===== config.mk =====
export PLATFORM = sky130hd
export DESIGN_NAME = hvn_norm_unit
export DESIGN_NICKNAME = d
export VERILOG_FILES = /design/src/rtl/core/hvn_pkg.sv /design/src/rtl/core/hvn_norm_unit.sv
export SDC_FILE = /design/constraint.sdc
export NUM_CORES = 1
export LEC_CHECK = 0
export ABC_CLOCK_PERIOD_IN_PS = 24300
export BUFFER_PORTS_ARGS = -buffer_cell sky130_fd_sc_hd__buf_2
export CAP_MARGIN = 20
export CORE_MARGIN = 1.5
export CORE_UTILIZATION = 40
export CTS_CLUSTER_DIAMETER = 30
export DETAILED_ROUTE_END_ITERATION = 10
export PLACE_DENSITY = 0.65
export SLEW_MARGIN = 20
export SYNTH_ARGS = -nofsm -noshare
export SYNTH_HDL_FRONTEND = slang
export SYNTH_SLANG_ARGS = --single-unit

===== constraint.sdc =====
create_clock -name clk -period 24.3 [get_ports clk]
set_input_delay 1.215 -clock clk [delete_from_list [all_inputs] [get_ports clk]]
set_output_delay 1.215 -clock clk [all_outputs]
set_load 0.005 [all_outputs]

===== src/rtl/core/hvn_pkg.sv =====
`default_nettype none
package hvn_pkg;

  // Saturation bounds of the 27-bit signed position fields
  localparam int POS_MAX = 67108863;
  localparam int POS_MIN = -67108864;

  localparam logic [14:0] MAG_MAX = 15'd32767;

  typedef enum logic [1:0] {
    CFG_WIDTH   = 2'd0,
    CFG_HEIGHT  = 2'd1,
    CFG_SPACING = 2'd2
  } cfg_idx_t;

  // Request to the normalize unit: 32768*a/sqrt(s), rounded, saturated
  typedef struct packed {
    logic        start;
    logic [7:0]  a;
    logic [16:0] s;
  } nrm_req_t;

  typedef struct packed {
    logic        busy;
    logic        done;
    logic [14:0] mag;
  } nrm_rsp_t;

endpackage
`default_nettype wire


===== src/rtl/core/hvn_norm_unit.sv =====
`default_nettype none
module hvn_norm_unit (
  input  wire logic              clk,
  input  wire logic              rst,
  input  wire hvn_pkg::nrm_req_t req,
  output hvn_pkg::nrm_rsp_t      rsp
);
  import hvn_pkg::*;

  typedef enum logic [2:0] {
    N_IDLE = 3'b001,
    N_DIV  = 3'b010,
    N_SQRT = 3'b100
  } nstate_t;

  nstate_t     state;
  logic [5:0]  cnt;
  logic [47:0] dvd;
  logic [16:0] rem;
  logic [16:0] s_q;
  logic [32:0] quo;
  logic [32:0] x;
  logic [33:0] r;
  logic [33:0] b;
  logic        done;
  logic [14:0] mag;

  logic [17:0] sh;
  logic        qbit;
  logic [33:0] rb;
  logic        take;
  logic [33:0] r_next;
  logic [17:0] n_rnd;

  always_comb begin
    sh     = {rem, dvd[47]};
    qbit   = (sh >= {1'b0, s_q});
    rb     = r + b;
    take   = ({1'b0, x} >= rb);
    r_next = take ? ((r >> 1) + b) : (r >> 1);
    n_rnd  = (18'(r_next[16:0]) + 18'd1) >> 1;
  end

  always_ff @(posedge clk) begin
    if (rst) begin
      state <= N_IDLE;
      done  <= 1'b0;
    end else begin
      done <= (state == N_SQRT) && (cnt == 6'd0);
      unique case (state)
        N_IDLE: begin
          if (req.start) begin
            dvd   <= {16'(req.a * req.a), 32'd0};
            rem   <= '0;
            quo   <= '0;
            s_q   <= req.s;
            cnt   <= 6'd47;
            state <= N_DIV;
          end
        end
        N_DIV: begin
          rem <= qbit ? 17'(sh - {1'b0, s_q}) : sh[16:0];
          quo <= {quo[31:0], qbit};
          dvd <= dvd << 1;
          if (cnt == 6'd0) begin
            x     <= {quo[31:0], qbit};
            r     <= '0;
            b     <= 34'd1 << 32;
            cnt   <= 6'd16;
            state <= N_SQRT;
          end else begin
            cnt <= cnt - 6'd1;
          end
        end
        N_SQRT: begin
          if (take) x <= 33'(({1'b0, x}) - rb);
          r <= r_next;
          b <= b >> 2;
          if (cnt == 6'd0) begin
            mag   <= (n_rnd > 18'(MAG_MAX)) ? MAG_MAX : n_rnd[14:0];
            state <= N_IDLE;
          end else begin
            cnt <= cnt - 6'd1;
          end
        end
        default: state <= N_IDLE;
      endcase
    end
  end

  assign rsp.busy = (state != N_IDLE);
  assign rsp.done = done;
  assign rsp.mag  = mag;

endmodule
`default_nettype wire


==> metrics.md <==
| Metric | Value |
|---|---|
| Post-synthesis register bit count | 191 |
| First-pass GRT wire length | 51.9 mm |
| Syn Nets | 1625 |
| Nets | 1644 |
| Req. time, crit path | 24500 ps |
| GR Overflow Total | 0 |
| Worst slew pin tran | 1020 ps |
| Pin count of the biggest net entering global routing | 96 |
| Final Hold Fails | 0 |
| CP Launch Type | flop |
| Total CTS buffers | 17 |
| Post-synth top area cell | edfxtp_1 |
| Setup WS pre-CTS | 17550 ps |
| Unrepaired setup endpoints after global routing | no |
| Worst Skew | 14.8 ps |
| Pwr per Cell Area | 52.0 mW/mm^2 |
| Total GRT Usage | 17.5% |
| Hold buffers post-CTS | 0 |
| Post-synth cell types | 75 |
| Setup CP Type | reg -> reg |
| Routed wire per std cell | 15.9 microns |
| Tmin final | 6810 ps |
| Initial antenna violation count | 0 |
| Max Cap Viol | 0 |
| Diode count | 0 |
| Net Switching | 0.212 mW |
| Top FF cell, synth | edfxtp_1 |
| Via density per instance | 5.49 |
| Placer Congestion | 0.861 |
| Clock share of power | 36.1% |
| Antenna-violating nets left | 0 |
| Fmax | 147 MHz |
| Drt initial violations | 738 |
| Syn Std Cell Area | 0.0142 sq mm |
| Lkg Pwr | 6.28 nW |
| Worst Path Buf+Inv | 1 |
| Crit path max-delay cell type | edfxtp_1 |
| Drt total wl | 30.9 mm |
| Skew-Pair Late Insertion Delay | 450 ps |
| Register share of total power | 47.3% |
| Final WS setup | 17490 ps |
| Area grow syn2layout | 9.10% |
| Core Box Area | 0.0347 sq mm |
| Seq/Total Area, Yosys | 40.2% |
| Final Cycle Share | 28.0% |
| Vias | 10.7k |
| Most common cell after layout, fill and taps aside | edfxtp_1 |
| Slew margin rel. | 31.3% |
| Root Driver | clkbuf_16 |
| Hold WC Path Type | reg -> reg |
| # fillers | 3313 |
| Vias in the first global route | 10.7k |
| Final Max Tran Viols | 0 |
| Port bufs | 44 |
| Max VDD drop | 0.0517 mV |
| Fraction of registers with async set/reset | 0% |
| CTS tree | built |
| Crit path DAT | 7000 ps |
| CTS max path bufs | 2 |
| DR DRC count | 0 |
| Share of post-route cells with drive strength above 1 | 8.89% |
| Switch share | 26.4% |
| IO Count | 45 |
| CTS resizes | 0 |
| DR pass1 iterations | 5 |
| Cell family with most CP delay | compound AO/OA/AOI/OAI gates |
| Final setup vio count | 0 |
| Clock Sinks | 191 |
| Post-synth EDFFs | 187 |
| Worst setup EP type | flop |
| Yosys top cell area share | 39.7% |
| Row count | 68 |
| Initial Utilization | 40.8% |
| CP max stage delay | 480 ps |
| Synthesized area per cell | 9.75 sq um |
| Clk pin slew, worst setup/hold paths | 70 ps |
| Postcts setup bufs | 0 |
| Logic pwr share | 16.6% |
| Mapped Cells | 1452 |
| Warnings, synthesis | 0 |
| Status | finished clean |
| Crit Path Max Fanout | 37 |
| Setup TNS | 0 ps |
| Int Pwr | 0.592 mW |
| Die Area | 0.0365 sq mm |
| DIE HEIGHT | 191 microns |
| Die width | 191 microns |
| Deepest level of the CTS H-tree | 4 |
| Dominant cells by area after synthesis | edfxtp_1 40%, ha_1 10%, xnor2_1 4.5% |
| Post-layout util | 44.5% |
| Dpl hpwl | 22.5 mm |
| Highest-count cells in the layout ignoring fill and taps | 187 x edfxtp_1, 159 x nand2_1, 118 x ha_1 |
area by class of cell:
type                    count  area [sq um]  share of cell area [%]
well taps                 455           569                    3.68
flip-flops and latches    191          5700                    36.9
multi-input cells        1127          7990                    51.7
clock inverters            15           170                    1.10
inverters                  78           293                    1.89
repair buffers             56           310                    2.01
clock buffers              17           425                    2.75
worst register-to-register path, stage by stage, from the launching register on:
cell and delay [ps]:
edfxtp_1 480, ha_1 390, a21o_1 220, a31o_2 250
a31o_2 270, a31o_2 250, a31oi_1 270, o21ai_0 210
a211oi_1 430, nor3_1 90, o21ai_0 200, xor2_1 200
ha_1 320, a21o_1 200, a22o_1 250, o41a_1 340
o2bb2ai_1 150, nor2_2 210, a32o_1 160, buf_4 370
nand2_1 160, nand2_1 90, ha_1 220, o221a_2 290
nand4b_1 140, mux2_4 320, nand2_1 80
cells in the mapped netlist (all sizes together), types with 5 or more instances:
| cell | number |
|---|---|
| xor2 | 65 |
| nand2b | 13 |
| o21ai | 84 |
| or3 | 9 |
| nand4 | 18 |
| nor2b | 15 |
| a21boi | 7 |
| and2 | 26 |
| buf | 12 |
| nor2 | 120 |
| inv | 78 |
| nor3b | 5 |
| a21oi | 91 |
| fa | 27 |
| nand2 | 159 |
| nor3 | 22 |
| ha | 118 |
| or2 | 7 |
| clkbuf | 44 |
| o21a | 7 |
| and3 | 61 |
| a31o | 11 |
| mux2 | 5 |
| o21bai | 17 |
| xnor2 | 72 |
| a21o | 24 |
| a211oi | 22 |
| nand3 | 23 |
| a31oi | 29 |
| mux2i | 13 |
| edfxtp | 187 |
through the flow:
stage,cells,power [mW],hold slack [ps],instance area [sq um]
6_report,1939,0.804,513,15500
2_1_floorplan,1452,0.495,476,14200
5_1_grt,1939,0.845,538,15500
3_3_place_gp,1907,0.519,490,14800
3_5_place_dp,1907,0.524,504,14800
4_1_cts,1939,0.813,516,15400
power groups by stage:
stage               combinational, mW  clock, mW  sequential [mW]
floorplan                       0.108          0            0.387
global placement                0.132          0            0.388
detailed placement              0.136          0            0.388
CTS                             0.136      0.296            0.381
global route                    0.155      0.309            0.382
finish                          0.134      0.290            0.381
path summary, 6_finish.rpt:
kind	start	to	slack [ps]	depth (start not counted)
worst max-delay path	r[2]	mag[6]	17490	26
worst min-delay path	dvd[34]	dvd[35]	510	2
worst max register to register	r[2]	mag[6]	17490	26
worst min register to register	dvd[34]	dvd[35]	510	2
state kept, by name, indices dropped and copies added, names as in the netlist:
signal	cells
rem	17
x	33
quo	32
dvd	16
cnt	6
mag	15
b	17
done	1
s_q	17
state	3
r	34
logic make-up (layout without fill, tap and decap cells):
| logic type | Yosys count | after routing | share of synthesized area [%] |
|---|---|---|---|
| xor gates and xnor gates | 137 | 137 | 8.47 |
| muxes | 18 | 18 | 1.40 |
| and+or+nand+nor | 497 | 497 | 17.0 |
| buffers and inverters | 134 | 166 | 3.73 |
| AOI/OAI and AO/OA | 330 | 330 | 15.0 |
| DFF | 191 | 191 | 40.2 |
| adders and majority gates | 145 | 145 | 14.2 |
metal layers:
metal | GRT usage (%) | routed length, microns
met1 | 22.5 | 13900
met2 | 30.4 | 15200
met3 | 2.61 | 1110
met4 | 5.35 | 605
met5 | 0 | 0
No activity file was read; power rests on OpenSTA's default activity.
